--- src/sv/ttsw_pkg.sv ---
// Shared constants, codes and types of the text terminal screen writer.
`default_nettype none

package ttsw_pkg;

    // Screen store geometry and attribute width.
    localparam int MAX_COLS  = 128;
    localparam int MAX_ROWS  = 64;
    localparam int ATTR_BITS = 32;

    // Field widths of the channels.
    localparam int GLYPH_W  = 21;
    localparam int ATTR_W   = 32;
    localparam int ROW_W    = 6;
    localparam int COL_W    = 7;
    localparam int SCROLL_W = 2;

    // Configuration register widths and port.
    localparam int COLS_REG_W = 8;
    localparam int ROWS_REG_W = 7;
    localparam int CFG_IDX_W  = 2;
    localparam int CFG_DATA_W = 32;
    localparam logic [COLS_REG_W-1:0] COLS_RESET = 8'd80;
    localparam logic [ROWS_REG_W-1:0] ROWS_RESET = 7'd25;

    // Internal cursor and store address widths.
    localparam int CCOL_W = $clog2(MAX_COLS);
    localparam int CROW_W = (MAX_ROWS > 1) ? $clog2(MAX_ROWS) : 1;
    localparam int ADDR_W = CROW_W + CCOL_W;
    localparam int CELL_W = GLYPH_W + ATTR_BITS;
    localparam int STORE_DEPTH = 1 << ADDR_W;

    // Command queue between front and back.
    localparam int FIFO_DEPTH = 4;
    localparam int FIFO_AW    = $clog2(FIFO_DEPTH);

    typedef enum logic [CFG_IDX_W-1:0] {
        REG_COLUMNS = 2'd0,
        REG_ROWS    = 2'd1,
        REG_ATTR    = 2'd2
    } cfg_reg_t;

    localparam logic OP_WRITE = 1'b0;
    localparam logic OP_READ  = 1'b1;

    localparam logic [GLYPH_W-1:0] CHAR_BS        = 21'h08;
    localparam logic [GLYPH_W-1:0] CHAR_LF        = 21'h0A;
    localparam logic [GLYPH_W-1:0] CHAR_CR        = 21'h0D;
    localparam logic [GLYPH_W-1:0] CHAR_ESC       = 21'h1B;
    localparam logic [GLYPH_W-1:0] CHAR_CSI       = 21'h9B;
    localparam logic [GLYPH_W-1:0] CHAR_LBRACKET  = 21'h5B;
    localparam logic [GLYPH_W-1:0] CHAR_SGR_END   = 21'h6D;
    localparam logic [GLYPH_W-1:0] CHAR_PRINT_MIN = 21'h08;

    typedef enum logic [2:0] {
        CMD_READ,
        CMD_NOP,
        CMD_LF,
        CMD_CR,
        CMD_BS,
        CMD_PUT
    } cmd_kind_t;

    typedef struct packed {
        cmd_kind_t          kind;
        logic [GLYPH_W-1:0] code_point;
        logic               wide;
        logic [ROW_W-1:0]   row;
        logic [COL_W-1:0]   col;
    } cmd_t;

    typedef struct packed {
        logic full;
        logic empty;
    } q_status_t;

    typedef enum logic [2:0] {
        BK_CLEAR,
        BK_IDLE,
        BK_EXEC,
        BK_PUT,
        BK_SCROLL,
        BK_READ,
        BK_DONE
    } back_state_t;

endpackage

`default_nettype wire

--- src/sv/ttsw_cmd_fifo.sv ---
// Short command queue between the front end and the screen engine.
`default_nettype none

module ttsw_cmd_fifo import ttsw_pkg::*; (
    input  wire logic clk,
    input  wire logic rst_n,
    input  wire logic push,
    input  cmd_t      push_cmd,
    input  wire logic pop,
    output cmd_t      pop_cmd,
    output q_status_t q_status
);

    cmd_t               mem_reg [FIFO_DEPTH];
    logic [FIFO_AW-1:0] wr_ptr_reg, wr_ptr_next;
    logic [FIFO_AW-1:0] rd_ptr_reg, rd_ptr_next;
    logic [FIFO_AW:0]   count_reg, count_next;

    assign q_status.full  = (count_reg == (FIFO_AW + 1)'(FIFO_DEPTH));
    assign q_status.empty = (count_reg == '0);
    assign pop_cmd        = mem_reg[rd_ptr_reg];

    always_comb
    begin
        wr_ptr_next = push ? wr_ptr_reg + 1'b1 : wr_ptr_reg;
        rd_ptr_next = pop ? rd_ptr_reg + 1'b1 : rd_ptr_reg;
        count_next  = count_reg;
        if (push && !pop)
        begin
            count_next = count_reg + 1'b1;
        end
        else if (pop && !push)
        begin
            count_next = count_reg - 1'b1;
        end
    end

    always_ff @(posedge clk)
    begin
        if (push)
        begin
            mem_reg[wr_ptr_reg] <= push_cmd;
        end
    end

    always_ff @(posedge clk or negedge rst_n)
    begin
        if (!rst_n)
        begin
            wr_ptr_reg <= '0;
            rd_ptr_reg <= '0;
            count_reg  <= '0;
        end
        else
        begin
            wr_ptr_reg <= wr_ptr_next;
            rd_ptr_reg <= rd_ptr_next;
            count_reg  <= count_next;
        end
    end

endmodule

`default_nettype wire

--- config.mk ---
export PLATFORM = sky130hd
export DESIGN_NAME = ttsw_cmd_fifo
export DESIGN_NICKNAME = d
export VERILOG_FILES = /design/src/sv/ttsw_pkg.sv /design/src/sv/ttsw_cmd_fifo.sv
export SDC_FILE = /design/constraint.sdc
export NUM_CORES = 1
export LEC_CHECK = 0
export ABC_AREA = 1
export BUFFER_PORTS_ARGS = -buffer_cell sky130_fd_sc_hd__buf_2
export CAP_MARGIN = 5
export CORE_ASPECT_RATIO = 0.7
export CORE_MARGIN = 4
export CORE_UTILIZATION = 58
export DETAILED_ROUTE_END_ITERATION = 8
export GPL_ROUTABILITY_DRIVEN = 1
export PLACE_DENSITY_LB_ADDON = 0.08
export SETUP_SLACK_MARGIN = 0.3
export SLEW_MARGIN = 40
export SYNTH_ARGS = -nofsm -noshare
export SYNTH_HDL_FRONTEND = slang
export SYNTH_SLANG_ARGS = --single-unit
export TNS_END_PERCENT = 100
--- constraint.sdc ---
create_clock -name clk -period 2.2 [get_ports clk]
set_input_delay 0.33 -clock clk [delete_from_list [all_inputs] [get_ports clk]]
set_output_delay 0.33 -clock clk [all_outputs]
set_load 0.02 [all_outputs]
; ---- Word-level counts from Yosys, hierarchy flattened
; Memory sizes are Yosys's and may differ from the RTL's.
; Cells that the tools add are included.
[word_totals]
wordCells = 19
latch_bits = 0
mem_bits_rw = 152
memories = 1
romBits = 0
regBits = 7
[op_classes]
bitwise = 0
n_addsub = 4
shifts = 0
multipliers = 0
reduce_logical = 6
div = 0
eq_ne = 1
order_cmp = 0
n_mux = 4
[memory_table]
columns = name, words, word_bits, rd, rd_ports_with_merged_regs, write_ports, line
row1 = mem_reg, 4, 38, 1, 0, 1, ttsw_cmd_fifo.sv:14  ; cmd_t mem_reg [FIFO_DEPTH];
[ops]
columns = op, n
row1 = 3-bit two-way mux, 2
row2 = 2-bit by 1-bit adder with 2-bit output (second input constant), 2
row3 = 3-bit by 1-bit adder with 3-bit output (second input constant), 1
row4 = 3-bit == test (second input constant), 1
row5 = 3-bit zero test, 1
row6 = 3-bit by 1-bit subtractor with 3-bit output (second input constant), 1
row7 = 1-bit logical AND, 2
row8 = 1-bit zero test, 2
row9 = 1-bit two-way mux, 2
row10 = 2-bit nonzero test, 1

; ---- Longest topological paths before layout
[depth]
word_depth = 4
depth_mapped = 9
ltp_nobuf = 9

; ---- Worst setup path after synthesis
; No wires, ideal clock.
[synth_timing]
path_kind = register -> register
start = register wr_ptr_reg[0]
end = memory mem_reg[2][0] in the netlist's numbering, enable pin
stages_incl_launch_ff = 5
n_path_buf = 0
slack_ps = 386
setup_time_ps = 393
t_arrival_ps = 1421
cell_sequence = dfrtp_1 inv_1 ha_1 nand2_1 inv_1
[synth_lines]
columns = item, line
row1 = from (decl), ttsw_cmd_fifo.sv:15  ; logic [FIFO_AW-1:0] wr_ptr_reg, wr_ptr_next;
row2 = from (signal assigned), ttsw_cmd_fifo.sv:56  ; wr_ptr_reg <= wr_ptr_next;
row3 = to (decl), ttsw_cmd_fifo.sv:14
; Straight into the memory's write port.

==> results_dict.tcl <==
set metrics [dict create \
    status "completed" \
    yosys.area.top_type "edfxtp_1" \
    h-tree-depth 4 \
    largest_reg_flops 152 \
    synth_seq_cells 159 \
    critical_path_buf_inv_count 3 \
    fin_util 0.730 \
    final.setup_skew_ns 0.00854 \
    crit_required_ns 1.87 \
    period_share 0.925 \
    finalHoldViolations 0 \
    clk_pin_slew_ns 0.06 \
    worstPathMaxFanout 26 \
    drtPass1Iterations 6 \
    antenna_left 0 \
    dieWidth_um 135 \
    async_reset_ff_frac 0.0440 \
    syn_inst 491 \
    grt_use_total 0.201 \
    ys_seq_area_frac 0.719 \
    cp_slowest_stage_delay_ns 0.52 \
    port-buffer-count 81 \
    rsz0062_at_grt "true" \
    insertion_delay_ns 0.42 \
    finalPower_mw 12.1 \
    grt_max_degree 54 \
    vias 4018 \
    gp_congestion 0.718 \
    grt_pass1_vias 3999 \
    synth_common_cells "edfxtp_1, nand2_1, inv_1, o211ai_1, o211ai_2" \
    max_slew_margin 0.702 \
    synth.most_common_cell "edfxtp_1" \
    fin_ws_ns 0.165 \
    grt_pass1_wl_um 20200 \
    crit_type "reg2out" \
    start_util 0.597 \
    synth_top_area_share 0.692 \
    ir_worst_vdd_v 0.00117 \
    vias_per_cell 5.31 \
    crit_path_cell_trace "buf_6, clkbuf_16, o211ai_2, nand2_1, buf_2" \
    min_path_type "in2reg" \
    critical_path_arrival_ns 1.70 \
    clockBufferDepth 2 \
    coreArea_um2 11100 \
    netlist_area_um2 6600 \
    cp-end-kind "output port" \
    dp_hpwl_um 7480 \
    avgSynthCellArea_um2 13.4 \
    maxCapViolCount 0 \
    tns_ns 0 \
    cp_top_family "flip-flops" \
    overflow 0 \
    drt-initial-drc-count 302 \
    cts.sinks 159 \
    yosys-top-cells-area "edfxtp_1, nand2_1, o211ai_2" \
    ys_types 20 \
    drive_gt1_frac 0.280 \
    synth_warnings 0 \
    grt_antenna_before_repair 1 \
    fmax_mhz 491 \
    wl_per_cell_um 18.3 \
    setup_viol 0 \
    rows 32 \
    drc 0 \
    area_growth_pct 22.3 \
    min_period_ns 2.03 \
    p_leak_nw 3.36 \
    place_ws_ns 0.552 \
    diodes 0 \
    slowest_stage "dfrtp_4" \
    die-height_um 97.2 \
    power_density_nw_per_um2 1500 \
    synth_nets 539 \
    holdWs_ns 0.124 \
    cts_tree "built" \
    cp-start-kind "flip-flop" \
    drv_slew 0 \
    synthFlopType "edfxtp_1" \
    cts_buffers 17 \
    worstMarginPinSlew_ns 0.447 \
    dieArea_um2 13200 \
    wirelength_um 13800 \
    fin_nets 640 \
    pin_count 82 \
    synth_edf_count 152 \
    root_buffer "clkbuf_16" \
]
[final cells by class]
class,instances,area (um^2)
flip-flops and latches,159,4740
fillers,758,2990
multi-input cells,218,1340
repair buffers,108,867
clock buffers,17,425
inverters,88,330
well taps,153,191
clock inverters,13,171
[cells in the final DEF (no fill, tap or decap), types with 2 or more instances in the layout]
cell	netlist	final
buf_2	13	59
o211ai_2	29	29
inv_2	1	5
ha_1	5	5
buf_16	0	3
nand2_1	127	127
clkinv_2	0	3
xor2_1	3	3
buf_4	3	29
edfxtp_1	152	152
nor3_1	2	2
dfrtp_1	7	6
bufinv_16	0	4
inv_1	87	83
clkinv_1	0	3
clkbuf_16	0	22
o211ai_1	47	47
buf_6	7	9
[stage by stage]
| step | cells | area [um^2] |
|---|---|---|
| 3_5_place_dp | 714 | 7160 |
| 5_1_grt | 756 | 8070 |
| 3_3_place_gp | 714 | 7160 |
| 6_report | 756 | 8070 |
| 2_1_floorplan | 491 | 6600 |
| 4_1_cts | 746 | 7800 |
[cells by family (layout without fill, tap and decap cells)]
kind of cell	count (synthesis)	count (layout)	share of synthesized area
compound gates	77	77	0.109
xor+xnor	4	4	0.00531
fa+ha+maj	6	6	0.0125
buf+inv	114	226	0.0787
flops	159	159	0.719
simple gates	131	131	0.0755
[routing by layer]
| metal | track usage | vias to the layer above | part of all wire |
|---|---|---|---|
| met5 | 0 | - | 0.00058 |
| met4 | 0.0689 | 2 | 0.014 |
| met3 | 0.0673 | 17 | 0.081 |
| met2 | 0.326 | 135 | 0.49 |
| met1 | 0.257 | 1966 | 0.42 |
| li1 | - | 1898 | - |
[worst paths after layout]
kind / cells after the start / endpoint / slack, ns / startpoint
setup / recovery: 5 / pop_cmd[19] / 0.17 / rd_ptr_reg[0]$_DFFE_PN0P_
hold / removal: 1 / mem_reg[2][37]$_DFFE_PP_ / 0.12 / push_cmd[37]
setup reg to reg: 5 / mem_reg[1][26]$_DFFE_PP_ / 0.59 / wr_ptr_reg[1]$_DFFE_PN0P_
hold reg to reg: 2 / count_reg[2]$_DFFE_PN0P_ / 0.51 / count_reg[2]$_DFFE_PN0P_
max in group asynchronous: 2 / rd_ptr_reg[0]$_DFFE_PN0P_ / 1.73 / rst_n
min in group asynchronous: 2 / count_reg[0]$_DFFE_PN0P_ / 0.28 / rst_n
[worst reg2reg max path, stage by stage (launching register included)]
cell and delay [ns]:
dfrtp_1 0.40, inv_1 0.11, ha_1 0.16, nand2_1 0.06
inv_2 0.35, buf_4 0.25
[what timing repair did]
item / CTS / global route
endpoints found under the hold margin: 7 / 0
hold buffers: 1 / 0
gates resized for setup: 3 / 33
buffers inserted: 0 / 3
pin swaps: 1 / 25
setup endpoints to repair: 34 / 38
cloned: 1 / 7
[where the power goes]
part           switching (mW)  leakage, nW  internal (mW)
clock network            1.12        0.291           1.87
logic                    3.02         1.59           1.90
registers               0.212         1.48           3.98
(Power assumes the default switching activity.)
