**src/sv/ttsw_pkg.sv**
```systemverilog
// Shared constants, codes and types of the text terminal screen writer.
`default_nettype none

package ttsw_pkg;

    // Screen store geometry and attribute width.
    localparam int MAX_COLS  = 128;
    localparam int MAX_ROWS  = 64;
    localparam int ATTR_BITS = 32;

    // Field widths of the channels.
    localparam int GLYPH_W  = 21;
    localparam int ATTR_W   = 32;
    localparam int ROW_W    = 6;
    localparam int COL_W    = 7;
    localparam int SCROLL_W = 2;

    // Configuration register widths and port.
    localparam int COLS_REG_W = 8;
    localparam int ROWS_REG_W = 7;
    localparam int CFG_IDX_W  = 2;
    localparam int CFG_DATA_W = 32;
    localparam logic [COLS_REG_W-1:0] COLS_RESET = 8'd80;
    localparam logic [ROWS_REG_W-1:0] ROWS_RESET = 7'd25;

    // Internal cursor and store address widths.
    localparam int CCOL_W = $clog2(MAX_COLS);
    localparam int CROW_W = (MAX_ROWS > 1) ? $clog2(MAX_ROWS) : 1;
    localparam int ADDR_W = CROW_W + CCOL_W;
    localparam int CELL_W = GLYPH_W + ATTR_BITS;
    localparam int STORE_DEPTH = 1 << ADDR_W;

    // Command queue between front and back.
    localparam int FIFO_DEPTH = 4;
    localparam int FIFO_AW    = $clog2(FIFO_DEPTH);

    typedef enum logic [CFG_IDX_W-1:0] {
        REG_COLUMNS = 2'd0,
        REG_ROWS    = 2'd1,
        REG_ATTR    = 2'd2
    } cfg_reg_t;

    localparam logic OP_WRITE = 1'b0;
    localparam logic OP_READ  = 1'b1;

    localparam logic [GLYPH_W-1:0] CHAR_BS        = 21'h08;
    localparam logic [GLYPH_W-1:0] CHAR_LF        = 21'h0A;
    localparam logic [GLYPH_W-1:0] CHAR_CR        = 21'h0D;
    localparam logic [GLYPH_W-1:0] CHAR_ESC       = 21'h1B;
    localparam logic [GLYPH_W-1:0] CHAR_CSI       = 21'h9B;
    localparam logic [GLYPH_W-1:0] CHAR_LBRACKET  = 21'h5B;
    localparam logic [GLYPH_W-1:0] CHAR_SGR_END   = 21'h6D;
    localparam logic [GLYPH_W-1:0] CHAR_PRINT_MIN = 21'h08;

    typedef enum logic [2:0] {
        CMD_READ,
        CMD_NOP,
        CMD_LF,
        CMD_CR,
        CMD_BS,
        CMD_PUT
    } cmd_kind_t;

    typedef struct packed {
        cmd_kind_t          kind;
        logic [GLYPH_W-1:0] code_point;
        logic               wide;
        logic [ROW_W-1:0]   row;
        logic [COL_W-1:0]   col;
    } cmd_t;

    typedef struct packed {
        logic full;
        logic empty;
    } q_status_t;

    typedef enum logic [2:0] {
        BK_CLEAR,
        BK_IDLE,
        BK_EXEC,
        BK_PUT,
        BK_SCROLL,
        BK_READ,
        BK_DONE
    } back_state_t;

endpackage

`default_nettype wire

```
**src/sv/ttsw_ifs.sv**
```systemverilog
// Request and response channel interfaces of the screen writer.
`default_nettype none

interface ttsw_req_if import ttsw_pkg::*; ();
    logic               valid;
    logic               ready;
    logic               operation;
    logic [GLYPH_W-1:0] code_point;
    logic               is_wide;
    logic [ROW_W-1:0]   read_row;
    logic [COL_W-1:0]   read_col;

    modport source (output valid, operation, code_point, is_wide, read_row, read_col,
                    input ready);
    modport sink (input valid, operation, code_point, is_wide, read_row, read_col,
                  output ready);
endinterface


`default_nettype wire

```
**src/sv/ttsw_front.sv**
```systemverilog
// Front end: accepts items, runs the escape filter and classifies them into commands.
`default_nettype none

module ttsw_front import ttsw_pkg::*; (
    input  wire logic clk,
    input  wire logic rst_n,
    input  wire logic clearing,
    ttsw_req_if.sink  req,
    input  q_status_t q_status,
    output logic      push,
    output cmd_t      push_cmd
);

    logic escape_seen_reg, escape_seen_next;
    logic in_csi_reg, in_csi_next;
    logic esc_class, csi_class;
    logic accept;

    assign req.ready = !q_status.full && !clearing;
    assign accept    = req.valid && req.ready;
    assign push      = accept;

    // Line control codes bypass the escape filter, which only sees codes from 8 up.
    always_comb
    begin
        push_cmd.kind       = CMD_NOP;
        push_cmd.code_point = req.code_point;
        push_cmd.wide       = req.is_wide;
        push_cmd.row        = req.read_row;
        push_cmd.col        = req.read_col;
        esc_class           = escape_seen_reg;
        csi_class           = in_csi_reg;
        if (req.operation == OP_READ)
        begin
            push_cmd.kind = CMD_READ;
        end
        else if (req.code_point == CHAR_LF)
        begin
            push_cmd.kind = CMD_LF;
        end
        else if (req.code_point == CHAR_CR)
        begin
            push_cmd.kind = CMD_CR;
        end
        else if (req.code_point == CHAR_BS)
        begin
            push_cmd.kind = CMD_BS;
        end
        else if (req.code_point < CHAR_PRINT_MIN)
        begin
            push_cmd.kind = CMD_NOP;
        end
        else if (escape_seen_reg && req.code_point == CHAR_LBRACKET)
        begin
            csi_class = 1'b1;
            esc_class = 1'b0;
        end
        else if (in_csi_reg)
        begin
            if (req.code_point == CHAR_SGR_END)
            begin
                csi_class = 1'b0;
            end
        end
        else if (req.code_point == CHAR_ESC)
        begin
            esc_class = 1'b1;
        end
        else if (req.code_point == CHAR_CSI)
        begin
            csi_class = 1'b1;
        end
        else
        begin
            push_cmd.kind = CMD_PUT;
        end
    end

    assign escape_seen_next = accept ? esc_class : escape_seen_reg;
    assign in_csi_next      = accept ? csi_class : in_csi_reg;

    always_ff @(posedge clk or negedge rst_n)
    begin
        if (!rst_n)
        begin
            escape_seen_reg <= 1'b0;
            in_csi_reg      <= 1'b0;
        end
        else
        begin
            escape_seen_reg <= escape_seen_next;
            in_csi_reg      <= in_csi_next;
        end
    end

endmodule

`default_nettype wire

```
**src/flat_wrapper.sv**
```systemverilog
// flat-port wrapper written by rule: the top's interface ports become plain ports
module ttsw_front_flat import ttsw_pkg::*;
  (clk, rst_n, clearing, q_status, push, push_cmd, req_valid, req_operation, req_code_point, req_is_wide, req_read_row, req_read_col, req_ready);
  ttsw_req_if req_i ();
  input  wire logic clk;
  input  wire logic rst_n;
  input  wire logic clearing;
  input  q_status_t q_status;
  output logic push;
  output cmd_t push_cmd;
  input wire logic [$bits(req_i.valid)-1:0] req_valid;
  input wire logic [$bits(req_i.operation)-1:0] req_operation;
  input wire logic [$bits(req_i.code_point)-1:0] req_code_point;
  input wire logic [$bits(req_i.is_wide)-1:0] req_is_wide;
  input wire logic [$bits(req_i.read_row)-1:0] req_read_row;
  input wire logic [$bits(req_i.read_col)-1:0] req_read_col;
  output wire logic [$bits(req_i.ready)-1:0] req_ready;
  assign req_i.valid = req_valid;
  assign req_i.operation = req_operation;
  assign req_i.code_point = req_code_point;
  assign req_i.is_wide = req_is_wide;
  assign req_i.read_row = req_read_row;
  assign req_i.read_col = req_read_col;
  assign req_ready = req_i.ready;
  ttsw_front u_core (.clk(clk), .rst_n(rst_n), .clearing(clearing), .req(req_i), .q_status(q_status), .push(push), .push_cmd(push_cmd));
endmodule
```
**config.mk**
```make
export PLATFORM = sky130hd
export DESIGN_NAME = ttsw_front_flat
export DESIGN_NICKNAME = d
export VERILOG_FILES = /design/src/sv/ttsw_pkg.sv /design/src/sv/ttsw_ifs.sv /design/src/sv/ttsw_front.sv /design/src/flat_wrapper.sv
export SDC_FILE = /design/constraint.sdc
export NUM_CORES = 1
export LEC_CHECK = 0
export BUFFER_PORTS_ARGS = -buffer_cell sky130_fd_sc_hd__buf_2
export CAP_MARGIN = 20
export CORE_MARGIN = 2
export CORE_UTILIZATION = 31
export CTS_CLUSTER_DIAMETER = 30
export DETAILED_ROUTE_END_ITERATION = 12
export PLACE_DENSITY = 0.79
export RECOVER_POWER = 50
export SLEW_MARGIN = 20
export SYNTH_ARGS = -nofsm -noshare
export SYNTH_HDL_FRONTEND = slang
export SYNTH_SLANG_ARGS = --single-unit
export TNS_END_PERCENT = 30
```
**constraint.sdc**
```tcl
create_clock -name clk -period 1.4 [get_ports clk]
set_input_delay 0.07 -clock clk [delete_from_list [all_inputs] [get_ports clk]]
set_output_delay 0.07 -clock clk [all_outputs]
set_load 0.02 [all_outputs]
```
* Word level (Yosys, flattened, before mapping)
Index checks and enable logic that the tools add are counted.
Word-level totals: register bits after elaboration 2, word-level logic and storage cells 41, output and inout bits 40, input port bits 42
Cells by class: reductions and logical operators 8, equal/unequal tests 8, mux-type cells 17, order comparisons 1, bitwise operators 5
Operators with widths (number):
- 21-bit by 4-bit == test with 1-bit output (second input constant) | 3
- 21-bit by 7-bit == test with 1-bit output (second input constant) | 2
- 3-bit 2-to-1 mux | 9
- 21-bit by 5-bit == test with 1-bit output (second input constant) | 1
- 21-bit by 8-bit == test with 1-bit output (second input constant) | 1
- 21-bit by 4-bit < comparator with 1-bit output (second input constant) | 1
- 1-bit 2-to-1 mux | 8
- 8-bit AND reduction | 1
- 6-bit AND reduction | 1
- 1-bit NOT | 5
- 1-bit logical AND | 3
- 1-bit logical NOT | 2
- 2-bit inequality test (second input constant) | 1
- 2-bit nonzero test | 1

* Longest topological paths before layout
word-level depth 10, gate-level depth with buffers 4, gate-level depth less buffers 4

* Least setup slack after synthesis
No wires, ideal clock.
path type input port to output port, from input port req_code_point[20], to output port push_cmd[36] (netlist bit), stages on the path 3, path buffers 0, path slack -26 ps, arrival 1356 ps, required time 1330 ps, cell sequence nor3_1 -> nand4_4 -> nor4b_1
RTL lines:
- start: declaration | RTL line flat_wrapper.sv:13 | input wire logic [$bits(req_i.code_point)-1:0] req_code_point;
- end: declaration | RTL line flat_wrapper.sv:10 | output cmd_t push_cmd;

==> flow_metrics.py <==
metrics = {
    "drt": {
        "postRouteAntennaNets": 0,
        "wl_um": 1460,
        "num_vias": 633,
        "drt-initial-drc-count": 18,
        "remaining_drc_errors": 0,
        "via_per_inst": 4.87,
        "dr.pass1.iters": 4,
        "wl_per_cell_um": 11.2,
    },
    "global_route": {
        "antenna_found_initial": 0,
        "grtUsageTotal": 0.120,
        "overflow": 0,
        "grt_pass1_wl_um": 2330,
        "first_global_vias": 582,
        "grt_max_degree": 9,
    },
    "clock_tree": {
        "clk_latency_ns": 0.22,
        "cts.clk_slew.worst_paths_ns": 0.03,
        "clock_path_buffers": 2,
        "cts_inserted_buffers": 3,
        "clock_sinks": 2,
        "clockRootBuffer": "clkbuf_4",
        "cts_tree": "done",
        "htree_levels": 1,
    },
    "pwr": {
        "power.density_nw_per_um2": 506,
        "p_clk_frac": 0.331,
        "p_int_mw": 0.227,
        "comb_power_share": 0.512,
        "ir_drop_mv": 0.304,
        "power_frac_seq": 0.157,
        "fin_total_pwr_mw": 0.372,
        "p_sw_mw": 0.146,
        "p_leak_nw": 0.349,
        "switching_share": 0.391,
    },
    "critical_path": {
        "cp_top_family": "flip-flops",
        "arrival_ns": 1.28,
        "worst-path-buf-inv": 1,
        "slowest_delay_ns": 0.37,
        "end_kind": "primary output",
        "startpoint_type": "flip-flop",
        "crit_required_ns": 1.33,
        "crit_type": "reg -> out",
        "cp.depth": 4,
        "crit_chain": "or2_4, a221o_1, nand3_2, buf_6",
        "reg2reg_depth": 4,
        "path_max_fanout": 2,
        "slowest_stage": "dfrtp_1",
    },
    "yosys": {
        "netlist_instances": 78,
        "ys_seq_area_frac": 0.0795,
        "synthesis.nets": 120,
        "mappedNetlistArea_um2": 629,
        "syn_avg_cell_area_um2": 8.07,
        "ys_seq_elements": 2,
        "ys_types": 27,
        "yosys_warnings": 0,
    },
    "floorplan": {
        "rows": 16,
        "design.die.area_um2": 2410,
        "core_um2": 1940,
        "die_h_um": 49.1,
        "pin_count": 82,
        "start_util": 0.324,
        "die_w_um": 49.1,
    },
    "job": {
        "max_cap_viol_count": 0,
    },
    "placement": {
        "io_buffers": 52,
        "hpwl_um": 1260,
        "place.gp.congestion": 0.816,
    },
    "final_layout": {
        "num-nets-final": 147,
        "drive_gt1_frac": 0.612,
        "syn2layout_area_growth_pct": 16.9,
        "n_antenna_cell": 0,
    },
    "sta": {
        "tightest_slew_ns": 0.391,
        "setup_tns_ns": 0,
        "hold_violations": 0,
        "rsz0062_at_grt": "no",
        "maxSlewHeadroom": 0.737,
        "skew_ns": 0.000666,
        "finalSetupViolCount": 0,
        "max_freq_mhz": 739,
        "finalCriticalPeriod_ns": 1.35,
        "post-route-period-util": 0.967,
        "finalMaxSlewViolations": 0,
    },
    "outcome": {
        "outcome": "finished clean",
    },
    "worst_hold_path": {
        "hold_depth": 0,
        "hp-class": "in -> out",
    },
}
[cells in the final DEF, fill, tap and decap left out, drive strengths merged]
cell	instances
clkbuf	9
o41ai	1
o21ai	3
nor4	6
inv	3
nor2	4
a41oi	2
nand2b	2
dlygate4sd3	1
nand3	1
buf	50
a221o	1
dfrtp	2
or2b	1
and3	1
and4	1
nor4b	1
nand4	3
or2	1
o211ai	1
o31ai	1
nand2	2
or4b	1
nor3	3
nand3b	1
nor3b	1
[layer usage]
| layer | GRT usage | up-vias | wire length, um |
|---|---|---|---|
| li1 | - | 297 | - |
| met1 | 0.119 | 296 | 566 |
| met2 | 0.231 | 36 | 768 |
| met3 | 0.0245 | 4 | 115 |
| met4 | 0.0619 | 0 | 8 |
| met5 | 0 | - | 0 |
[area by class of cell]
| class | count | area (um^2) |
|---|---|---|
| clock buffer | 3 | 22.5 |
| fill | 210 | 1210 |
| inverter | 3 | 11.3 |
| multi-input combinational | 38 | 319 |
| sequential | 2 | 50.0 |
| tap | 27 | 33.8 |
| timing repair buffer | 57 | 299 |
[repair_timing]
action	4_1_cts	5_1_grt
setup buffers	1	0
hold buffers	1	0
resized for setup	3	1
hold endpoints to repair	2	0
setup endpoints to repair	1	1
[cell usage after synthesis, drive strengths merged]
cell    count  share of area
nand4       3          0.054
nand2b      2          0.020
inv         3          0.018
nor3b       1          0.020
nor2        4          0.024
dfrtp       2          0.080
or4b        1          0.016
buf        35           0.42
nand3b      1          0.012
nor4        6           0.12
nand2       2          0.012
and4        1          0.016
or2         1         0.0099
or2b        1          0.012
and3        1         0.0099
a221o       1          0.016
nor4b       1          0.014
nor3        3          0.024
o41ai       1          0.026
o31ai       1          0.012
o21ai       3          0.024
a41oi       2          0.028
nand3       1         0.0079
o211ai      1          0.012
[cells by family after synthesis]
family	after synthesis	synth area share
flip-flops	2	0.0795
buffers and inverters	38	0.435
AND/OR/NAND/NOR	29	0.368
AO/OA/AOI/OAI	9	0.117
[final timing paths]
check / slack [ns] / startpoint / to
min: 0.14 / req_read_col[5] / push_cmd[5]
min in group asynchronous: 0.18 / rst_n / u_core.in_csi_reg$_DFFE_PN0P_
min reg2reg: 0.65 / u_core.in_csi_reg$_DFFE_PN0P_ / u_core.in_csi_reg$_DFFE_PN0P_
max in group asynchronous: 1.08 / rst_n / u_core.escape_seen_reg$_DFFE_PN0P_
max: 0.05 / u_core.in_csi_reg$_DFFE_PN0P_ / push_cmd[37]
max reg2reg: 0.25 / u_core.in_csi_reg$_DFFE_PN0P_ / u_core.in_csi_reg$_DFFE_PN0P_
[stage by stage]
step	hold WS (ns)	setup WS, ns	area, um^2	std cells	utilization
3_3_place_gp	-0.144	0.0917	689	125	0.355
6_report	0.140	0.0466	736	130	0.379
3_5_place_dp	-0.137	0.0515	689	125	0.355
5_1_grt	0.140	0.00525	736	130	0.379
4_1_cts	0.140	0.0202	738	130	0.380
2_1_floorplan	-0.226	0.230	636	78	-
[power groups by stage]
stage | combinational (mW) | sequential, mW | clock [mW]
final | 0.191 | 0.0583 | 0.123
after CTS | 0.194 | 0.0583 | 0.132
after global placement | 0.183 | 0.0589 | 0
after detailed placement | 0.188 | 0.0589 | 0
after global routing | 0.205 | 0.0582 | 0.137
after floorplan | 0.185 | 0.0589 | 0
(Power assumes the default switching activity.)
